**src/rtl/assert_macros.svh**
```systemverilog
// assertion helpers used by the rtl
`ifndef ASSERT_MACROS_SVH
`define ASSERT_MACROS_SVH

// same-cycle implication, checked out of reset
`define ASSERT_IMPLIES(label, clk, rst, ante, cons) \
  label: assert property (@(posedge clk) disable iff (rst) (ante) |-> (cons)) \
    else $error("assertion failed: same-cycle implication");

// next-cycle implication, checked out of reset
`define ASSERT_NEXT(label, clk, rst, ante, cons) \
  label: assert property (@(posedge clk) disable iff (rst) (ante) |=> (cons)) \
    else $error("assertion failed: next-cycle implication");

`endif

```
**src/rtl/tsde_pkg.sv**
```systemverilog
package tsde_pkg;

  localparam int unsigned CNT_W = 5;
  localparam int unsigned NUM_CHAN = 3;
  localparam logic [CNT_W-1:0] DEBOUNCE_RESET = CNT_W'(20);

  typedef enum logic [2:0] {
    EV_NONE      = 3'd0,
    EV_ALL       = 3'd1,
    EV_LEFT_ON   = 3'd2,
    EV_LEFT_OFF  = 3'd3,
    EV_MID_ON    = 3'd4,
    EV_MID_OFF   = 3'd5,
    EV_RIGHT_ON  = 3'd6,
    EV_RIGHT_OFF = 3'd7
  } event_t;

  // per-sample control from the top level to each channel
  typedef struct packed {
    logic step;   // a sample is processed this cycle
    logic first;  // it is the first sample after reset
  } chan_ctl_t;

endpackage

```
**src/rtl/tsde_chan.sv**
```systemverilog
module tsde_chan
  import tsde_pkg::*;
(
  input  logic             clk,
  input  logic             rst,
  input  chan_ctl_t        ctl,
  input  logic             raw,
  input  logic [CNT_W-1:0] debounce_count,
  output logic             stable,
  output logic             stable_next
);

  logic             prev_raw;
  logic             prev_raw_next;
  logic [CNT_W-1:0] run_length;
  logic [CNT_W-1:0] run_length_next;

  always_comb begin
    prev_raw_next   = prev_raw;
    run_length_next = run_length;
    stable_next     = stable;
    if (ctl.step) begin
      if (ctl.first) begin
        prev_raw_next   = raw;
        run_length_next = '0;
        stable_next     = raw;
      end else begin
        prev_raw_next = raw;
        if (raw == prev_raw) begin
          // saturate at the threshold
          if (run_length < debounce_count) begin
            run_length_next = run_length + CNT_W'(1);
          end
        end else begin
          run_length_next = CNT_W'(1);
        end
        if (run_length_next >= debounce_count) begin
          stable_next = raw;
        end
      end
    end
  end

  always_ff @(posedge clk) begin
    if (rst) begin
      prev_raw   <= 1'b0;
      run_length <= '0;
      stable     <= 1'b0;
    end else begin
      prev_raw   <= prev_raw_next;
      run_length <= run_length_next;
      stable     <= stable_next;
    end
  end

endmodule

```
**src/rtl/tape_sensor_debounce_events.sv**
```systemverilog
// channel   | dir | handshake          | payload
// ----------+-----+--------------------+------------------------------------
// sample    | in  | in_valid/in_stall  | left_raw, middle_raw, right_raw
// event     | out | out_valid/out_stall| event_code, stable_bits
// config    | in  | cfg_wr_en          | cfg_wr_data (debounce_count)
//
// one sample per cycle while no held result is stalled: a sample is captured
// in the input register, then debounced and encoded in a single pass into
// the result register
// rst is synchronous: debounce count returns to 20, all channel state clears
// a stalled result holds the pass stage; the input register still takes one
// more sample, so the input side stalls only when both registers are full
module tape_sensor_debounce_events
  import tsde_pkg::*;
(
  input  logic             clk,
  input  logic             rst,
  input  logic             in_valid,
  output logic             in_stall,
  input  logic             left_raw,
  input  logic             middle_raw,
  input  logic             right_raw,
  output logic             out_valid,
  input  logic             out_stall,
  output logic [2:0]       event_code,
  output logic [2:0]       stable_bits,
  input  logic             cfg_wr_en,
  input  logic [CNT_W-1:0] cfg_wr_data
);

`include "assert_macros.svh"

  // configuration
  logic [CNT_W-1:0] debounce_count;

  // input register
  logic                s1_valid;
  logic [NUM_CHAN-1:0] s1_raw;

  // pass control
  logic      started;
  logic      out_free;
  logic      process;
  chan_ctl_t ctl;

  // debounced state, current and after this pass
  logic [NUM_CHAN-1:0] stable_now;
  logic [NUM_CHAN-1:0] stable_new;
  logic [NUM_CHAN-1:0] diff;
  logic                emit;
  event_t              code;

  // result register is free when empty or being drained this cycle
  assign out_free = !out_valid || !out_stall;
  assign process  = s1_valid && out_free;
  assign in_stall = s1_valid && !out_free;

  assign ctl.step  = process;
  assign ctl.first = !started;

  tsde_chan u_left (
    .clk            (clk),
    .rst            (rst),
    .ctl            (ctl),
    .raw            (s1_raw[0]),
    .debounce_count (debounce_count),
    .stable         (stable_now[0]),
    .stable_next    (stable_new[0])
  );

  tsde_chan u_middle (
    .clk            (clk),
    .rst            (rst),
    .ctl            (ctl),
    .raw            (s1_raw[1]),
    .debounce_count (debounce_count),
    .stable         (stable_now[1]),
    .stable_next    (stable_new[1])
  );

  tsde_chan u_right (
    .clk            (clk),
    .rst            (rst),
    .ctl            (ctl),
    .raw            (s1_raw[2]),
    .debounce_count (debounce_count),
    .stable         (stable_now[2]),
    .stable_next    (stable_new[2])
  );

  // the reported state always equals the stable state, so any change
  // of the packed stable bits makes exactly one event
  assign diff = stable_new ^ stable_now;
  assign emit = process && started && (diff != '0);

  // event priority: none seen, all seen, then left, middle, right
  always_comb begin
    if (stable_new == 3'b000) begin
      code = EV_NONE;
    end else if (stable_new == 3'b111) begin
      code = EV_ALL;
    end else if (diff[0]) begin
      code = stable_new[0] ? EV_LEFT_ON : EV_LEFT_OFF;
    end else if (diff[1]) begin
      code = stable_new[1] ? EV_MID_ON : EV_MID_OFF;
    end else begin
      code = stable_new[2] ? EV_RIGHT_ON : EV_RIGHT_OFF;
    end
  end

  // debounce threshold register
  always_ff @(posedge clk) begin
    if (rst) begin
      debounce_count <= DEBOUNCE_RESET;
    end else if (cfg_wr_en) begin
      debounce_count <= cfg_wr_data;
    end
  end

  // input register: takes a sample whenever it is empty or being consumed
  always_ff @(posedge clk) begin
    if (rst) begin
      s1_valid <= 1'b0;
    end else if (in_valid && !in_stall) begin
      s1_valid <= 1'b1;
    end else if (process) begin
      s1_valid <= 1'b0;
    end
  end

  always_ff @(posedge clk) begin
    if (in_valid && !in_stall) begin
      s1_raw <= {right_raw, middle_raw, left_raw};
    end
  end

  // first processed sample only loads the channels
  always_ff @(posedge clk) begin
    if (rst) begin
      started <= 1'b0;
    end else if (process) begin
      started <= 1'b1;
    end
  end

  // result register
  always_ff @(posedge clk) begin
    if (rst) begin
      out_valid <= 1'b0;
    end else if (emit) begin
      out_valid <= 1'b1;
    end else if (!out_stall) begin
      out_valid <= 1'b0;
    end
  end

  always_ff @(posedge clk) begin
    if (emit) begin
      event_code  <= code;
      stable_bits <= stable_new;
    end
  end

  // a waiting result always matches the channels' stable state
  `ASSERT_IMPLIES(a_result_matches_state, clk, rst, out_valid, stable_bits == stable_now)

  // nothing is reported before the first sample loads the channels
  `ASSERT_IMPLIES(a_no_event_before_start, clk, rst, !started, !out_valid)

  // the loading sample emits nothing
  `ASSERT_NEXT(a_load_is_silent, clk, rst, process && !started, started && !out_valid)

  // "none seen" is reported exactly when the new state is all clear
  `ASSERT_IMPLIES(a_none_code, clk, rst, out_valid, (stable_bits == 3'b000) == (event_code == EV_NONE))

endmodule

```
**config.mk**
```make
export PLATFORM = sky130hd
export DESIGN_NAME = tape_sensor_debounce_events
export DESIGN_NICKNAME = d
export VERILOG_FILES = /design/src/rtl/tsde_pkg.sv /design/src/rtl/tsde_chan.sv /design/src/rtl/tape_sensor_debounce_events.sv
export VERILOG_INCLUDE_DIRS = /design/src /design/src/rtl
export SDC_FILE = /design/constraint.sdc
export NUM_CORES = 1
export LEC_CHECK = 0
export BUFFER_PORTS_ARGS = -buffer_cell sky130_fd_sc_hd__buf_2
export CORE_ASPECT_RATIO = 0.9
export CORE_UTILIZATION = 50
export DETAILED_ROUTE_END_ITERATION = 8
export HOLD_SLACK_MARGIN = 0.12
export MAX_ROUTING_LAYER = met4
export PLACE_DENSITY = 0.68
export SKIP_CTS_REPAIR_TIMING = 1
export SYNTH_ARGS = -nofsm -noshare
export SYNTH_HDL_FRONTEND = slang
export SYNTH_HIERARCHICAL = 1
export SYNTH_SLANG_ARGS = --single-unit
```
**constraint.sdc**
```tcl
create_clock -name clk -period 10.1 [get_ports clk]
set_input_delay 2.02 -clock clk [delete_from_list [all_inputs] [get_ports clk]]
set_output_delay 2.02 -clock clk [all_outputs]
set_load 0.005 [all_outputs]
```
==> flow_summary.yaml, run 1 <==
routing:
  drcViolationCount: 0
  drtAntennaViolNets: 0
  drt_first_pass_iters: 4
  via_count: 2211
  drt_iter0_drc: 68
  wl_um: 5610
  wl_per_cell_um: 14.3
  vias_per_cell: 5.64
worst_setup_path:
  regToRegSetupSlack_ns: 5.95
  cp.arrival_ns: 2.47
  critical_path.cell_chain: "buf_2, and3_1, buf_2"
  cp-endpoint: "in_stall"
  worst_setup_path_end_kind: "output pin"
  r2r-end: "event_code[1]$_SDFFCE_PP0P_"
  crit_fanout: 3
  crit_start: "out_stall"
  path_class: "input port to output pin"
  cp_slowest_stage_delay_ns: 0.20
  r2r_cells: 14
  critPathLaunchType: "input port"
  required_ns: 8.08
  crit_top_cell: "buf_2"
  cp_slowest_cell: "and3_1"
  r2r_start: "debounce_count[1]$_SDFFE_PP0P_"
outcome:
  status: "completed"
global_route:
  overflow: 0
  antenna_found_initial: 0
  grt_max_degree: 33
  grt_use_total_pct: 22.7
  grt_pass1_wl_um: 9690
  first_global_vias: 2127
logic_synthesis:
  ys_ff_latch: 38
  synth_top_area_cell: "dfxtp_1"
  synth.top_cell.area_share_pct: 21.6
  syn_area_sq_um: 2690
  postSynthCellCount: 306
  synth-edff-count: 9
  synthTopCellsByArea: "dfxtp_1 (22%), ha_1 (14%), edfxtp_1 (10%)"
  synth_warnings: 6
  postSynthAreaPerCell_sq_um: 8.80
  synthArstFlopShare_pct: 0
  synthFlopType: "dfxtp_1"
  seq_area_frac_synth_pct: 31.6
  yosysUniqueCellTypes: 43
  syn-num-nets: 349
place:
  hpwl_um: 4120
  portBuffers: 20
  gp_congestion: 0.827
worst_hold_path:
  worstHoldPathType: "flop to flop"
floorplanning:
  fp.dieH_um: 71.6
  ios: 21
  initial_core_util_pct: 53.7
  core_area_sq_um: 5010
  dieArea_sq_um: 5690
  rows: 24
  die_w_um: 79.4
sta:
  setup_violations: 0
  post-route-period-util_pct: 44.4
  finalHoldViolations: 0
  slew_headroom_pct: 54.6
  fin_crit_ns: 4.49
  fin_tns_setup_ns: 0
  timing.fmax_ghz: 0.223
  maxSlewViolCount: 0
  rsz0062_at_grt: "false"
  skew_ns: 0.00737
  tightest_slew_ns: 0.675
final_layout:
  layout-drive-gt1-share_pct: 15.3
  diodes: 0
  final_nets: 369
  layout_common_cells: "nor2_1 (34), ha_1 (30), dfxtp_1 (29)"
  nFillCells: 447
  mostFrequentLayoutCell: "nor2_1"
  syn2layout_area_growth_pct: 11.0
  fin_util_pct: 59.6
power:
  pwr-share-clk_pct: 42.2
  p_int_uw: 282
  powerDensity_nw_per_um2: 126
  comb_power_share_pct: 13.4
  p_leak_nw: 1.32
  pwr-share-seq_pct: 44.4
  p_sw_uw: 96.3
  swShare_pct: 25.5
  ir_worst_vdd_uv: 66.8
clocking:
  h-tree-depth: 2
  cts.sinks: 38
  clk_pin_slew_ns: 0.08
  cts_root_buf: "clkbuf_8"
  clockBufferDepth: 2
  clock_latency_ns: 0.30
  cts_buffers: 5
  cts_tree: "done"
run:
  max_cap_viol_count: 0
-- cells in the mapped netlist, types with 6 or more instances --
cell,n
nand2_1,19
nor2_1,34
a21oi_1,7
xnor2_1,6
inv_1,17
a211o_1,8
mux2i_1,6
nor3_1,7
nand3_1,10
ha_1,30
dfxtp_1,29
nor2b_1,10
mux2_2,6
and2_1,6
edfxtp_1,9
xor2_1,9
o21ai_0,13
-- metrics by stage --
stage / hold slack, ns / area, sq um / power (mW) / std cells / setup WS (ns)
2_1_floorplan: 0.476 / 2690 / 0.208 / 306 / 5.83
3_3_place_gp: 0.494 / 2850 / 0.221 / 384 / 5.63
3_5_place_dp: 0.499 / 2850 / 0.222 / 384 / 5.62
4_1_cts: 0.515 / 2990 / 0.381 / 392 / 5.62
5_1_grt: 0.554 / 2990 / 0.395 / 392 / 5.58
6_report: 0.513 / 2990 / 0.378 / 392 / 5.61
-- kinds of logic after synthesis --
group | count (synthesis) | share of synthesized area [%]
AND/OR/NAND/NOR | 120 | 23.4
AO/OA/AOI/OAI | 66 | 17.8
flip-flops | 38 | 31.6
adder cells (fa/ha/maj) | 30 | 13.9
buffers and inverters | 25 | 3.62
XOR/XNOR | 15 | 4.88
multiplexers | 12 | 4.74
-- registers in the layout (all words and copies together), names as in the netlist, 3 cells and up --
name,flops
s1_raw,3
u_right/run_length,5
stable_bits,3
u_middle/run_length,5
debounce_count,5
u_left/run_length,5
event_code,3
-- worst max-delay path, delay by kind of cell --
kind,cells,cell delay (ns)
buffers and inverters,2,0.25
AND/OR/NAND/NOR,1,0.20
-- per-layer routing --
| layer | track usage [%] | wire length (um) | vias up |
|---|---|---|---|
| li1 | - | - | 1156 |
| met1 | 31.1 | 2950 | 1010 |
| met2 | 33.5 | 2390 | 36 |
| met3 | 3.95 | 174 | 9 |
| met4 | 8.08 | 89 | 0 |
| met5 | - | 0 | - |
-- power by group through the flow --
| stage | combinational [mW] | sequential [mW] | clock [mW] |
|---|---|---|---|
| final | 0.0509 | 0.168 | 0.160 |
| after global routing | 0.0574 | 0.169 | 0.169 |
| after CTS | 0.0510 | 0.168 | 0.162 |
| after detailed placement | 0.0506 | 0.171 | 0 |
| after global placement | 0.0497 | 0.171 | 0 |
| after floorplan | 0.0391 | 0.169 | 0 |
-- layout make-up --
cell class                 count  area, sq um  area share, %
clock buffer                   5         68.8           2.30
clock inverter                 3         68.8           2.30
inverter                      17         63.8           2.13
multi-input combinational    243         1750           58.5
sequential                    38          851           28.5
tap                           65         81.3           2.72
timing repair buffer          21          108           3.60
-- worst min path at each step --
| stage | cells past startpoint | endpoint | from | slack [ns] |
|---|---|---|---|---|
| 2_1_floorplan | 2 | out_valid$_SDFFE_PP0P_ | out_valid$_SDFFE_PP0P_ | 0.48 |
| 3_3_place_gp | 2 | u_left/prev_raw$_SDFFE_PP0P_ | u_left/prev_raw$_SDFFE_PP0P_ | 0.49 |
| 3_5_place_dp | 2 | out_valid$_SDFFE_PP0P_ | out_valid$_SDFFE_PP0P_ | 0.50 |
| 4_1_cts | 2 | out_valid$_SDFFE_PP0P_ | out_valid$_SDFFE_PP0P_ | 0.51 |
| 5_1_grt | 2 | u_right/run_length[4]$_SDFFE_PP0P_ | u_right/run_length[4]$_SDFFE_PP0P_ | 0.55 |
| 6_report | 2 | out_valid$_SDFFE_PP0P_ | out_valid$_SDFFE_PP0P_ | 0.51 |
Note: power is estimated with default switching activity, not from simulation.
==> run 2: changes to the inputs <==
--- a/config.mk
+++ b/config.mk
@@ -12,7 +12,7 @@
 export DETAILED_ROUTE_END_ITERATION = 8
 export HOLD_SLACK_MARGIN = 0.12
 export MAX_ROUTING_LAYER = met4
-export PLACE_DENSITY = 0.68
+export PLACE_DENSITY = 0.71
 export SKIP_CTS_REPAIR_TIMING = 1
 export SYNTH_ARGS = -nofsm -noshare
 export SYNTH_HDL_FRONTEND = slang
==> constraint.sdc (replaced) <==
create_clock -name clk -period 4 [get_ports clk]
set_input_delay 0.8 -clock clk [delete_from_list [all_inputs] [get_ports clk]]
set_output_delay 0.8 -clock clk [all_outputs]
set_load 0.005 [all_outputs]
==> run 2 against run 1 <==
  * Combinational power grew to 2.6 times the previous value
  * Largest cell class unchanged
  * Critical endpoint is now stable_bits[0]$_DFFE_PP_
  * Non-clock buffer count grew 3
  * Critical path depth grew 12
  * Via count grew 0.59%
  * Count of clock-buffer cells in the layout is the same
  * Final area is the same
  * Worst hold slack lost 0.0012 ns
  * Die area is the same
  * Clock power grew 110%
  * Worst setup slack lost 5.5 ns
==> flow_summary.yaml, run 2 (synthesized netlist as in run 1, its figures left out) <==
floorplanning:
  rows: 24
  core_area_sq_um: 5010
  die_w_um: 79.4
  fp.dieH_um: 71.6
  initial_core_util_pct: 53.7
  ios: 21
  dieArea_sq_um: 5690
global_route:
  grt_pass1_wl_um: 9430
  overflow: 0
  first_global_vias: 2071
  grt_max_degree: 28
  grt_use_total_pct: 22.2
  antenna_found_initial: 0
clocking:
  cts.sinks: 38
  cts_buffers: 5
  h-tree-depth: 2
  clockBufferDepth: 2
  cts_root_buf: "clkbuf_8"
  clock_latency_ns: 0.30
  clk_pin_slew_ns: 0.08
  cts_tree: "done"
worst_setup_path:
  crit_fanout: 10
  regToRegSetupSlack_ns: 0.16
  worst_setup_path_end_kind: "flop"
  cp.arrival_ns: 3.86
  cp_slowest_cell: "dfxtp_1"
  crit_buf_inv: 2
  cp_slowest_stage_delay_ns: 0.39
  required_ns: 4.02
  critPathLaunchType: "flop"
  path_delay_family: "compound AO/OA/AOI/OAI gates"
  critical_path.cell_chain: "inv_1, ha_1, a211o_1, a21oi_2, o21ai_2, or3_1, a21oi_1, ha_1, a211o_1, nand2_1, o21ai_0, mux2_2, xnor2_1, a31oi_1, buf_4"
  path_class: "flop to flop"
routing:
  drt_first_pass_iters: 4
  drtAntennaViolNets: 0
  vias_per_cell: 5.63
  via_count: 2224
  drcViolationCount: 0
  drt_iter0_drc: 95
  wl_per_cell_um: 14.1
  wl_um: 5560
sta:
  fin_crit_ns: 3.84
  finalHoldViolations: 0
  setup_violations: 0
  fin_tns_setup_ns: 0
  maxSlewViolCount: 0
  post-route-period-util_pct: 96.1
  rsz0062_at_grt: "false"
  slew_headroom_pct: 54.3
  tightest_slew_ns: 0.681
  timing.fmax_ghz: 0.260
  skew_ns: 0.00484
worst_hold_path:
  worstHoldPathType: "flop to flop"
power:
  pwr-share-clk_pct: 37.9
  ir_worst_vdd_uv: 188
  p_sw_uw: 244
  p_int_uw: 649
  p_leak_nw: 1.32
  swShare_pct: 27.3
  pwr-share-seq_pct: 47.5
  comb_power_share_pct: 14.6
  powerDensity_nw_per_um2: 299
final_layout:
  final_nets: 372
  fin_area_sq_um: 2990
  mostFrequentLayoutCell: "nor2_1"
  layout_common_cells: "nor2_1 (34), ha_1 (30), dfxtp_1 (28)"
  layout-drive-gt1-share_pct: 16.4
  syn2layout_area_growth_pct: 11.0
  nFillCells: 440
  diodes: 0
place:
  placed_cell_area_sq_um: 2880
  portBuffers: 20
  gp_congestion: 0.848
  hpwl_um: 4150
run:
  max_cap_viol_count: 0
outcome:
  status: "completed"
[run 2: path summary, 6_finish.rpt]
path | start | to | cells after the start
worst max-delay path | debounce_count[3]$_SDFFE_PP0P_ | stable_bits[0]$_DFFE_PP_ | 15
worst min-delay path | out_valid$_SDFFE_PP0P_ | out_valid$_SDFFE_PP0P_ | 2
worst max register to register | debounce_count[3]$_SDFFE_PP0P_ | stable_bits[0]$_DFFE_PP_ | 15
worst min register to register | out_valid$_SDFFE_PP0P_ | out_valid$_SDFFE_PP0P_ | 2
[run 2: routing by layer]
metal	vias to the layer above	share of wire [%]	wire length (um)	global-route usage (%)
met5	-	0	0	-
met4	0	1.6	91	8.69
met3	9	3.1	173	4.08
met2	36	46	2550	34.3
met1	1019	49	2750	28.8
li1	1160	-	-	-
[run 2: area by class of cell]
type                            instances  area, sq um  share of cell area, %
Clock buffer                            5         68.8                   2.30
Clock inverter                          3         45.0                   1.51
Inverter                               17         63.8                   2.13
Timing Repair Buffer                   24          130                   4.35
Multi-Input combinational cell        243         1750                   58.5
Tap cell                               65         81.3                   2.72
Sequential cell                        38          852                   28.5
[run 2: worst register-to-register path, cell delays in order (launching register included)]
cell and delay [ns]:
dfxtp_1 0.39, inv_1 0.09, ha_1 0.31, a211o_1 0.28, a21oi_2 0.15, o21ai_2 0.12
or3_1 0.37, a21oi_1 0.18, ha_1 0.27, a211o_1 0.30, nand2_1 0.06, o21ai_0 0.14
mux2_2 0.39, xnor2_1 0.16, a31oi_1 0.18, buf_4 0.17
[run 2: power groups by stage]
stage	sequential (mW)	clock (mW)	combinational, mW
floorplan	0.427	0	0.0988
global route	0.426	0.363	0.147
detailed placement	0.433	0	0.131
CTS	0.424	0.348	0.131
global placement	0.432	0	0.128
finish	0.424	0.338	0.131
[run 2: stage by stage]
stage | hold WS (ns) | util (%) | setup slack [ns] | total power, mW | std cells
after floorplan | 0.476 | - | 0.280 | 0.525 | 306
after global placement | 0.493 | 57.3 | 0.263 | 0.560 | 387
after detailed placement | 0.503 | 57.3 | 0.187 | 0.563 | 387
after CTS | 0.513 | 59.6 | 0.181 | 0.903 | 395
after global routing | 0.533 | 59.6 | 0.0174 | 0.937 | 395
final | 0.512 | 59.6 | 0.157 | 0.893 | 395
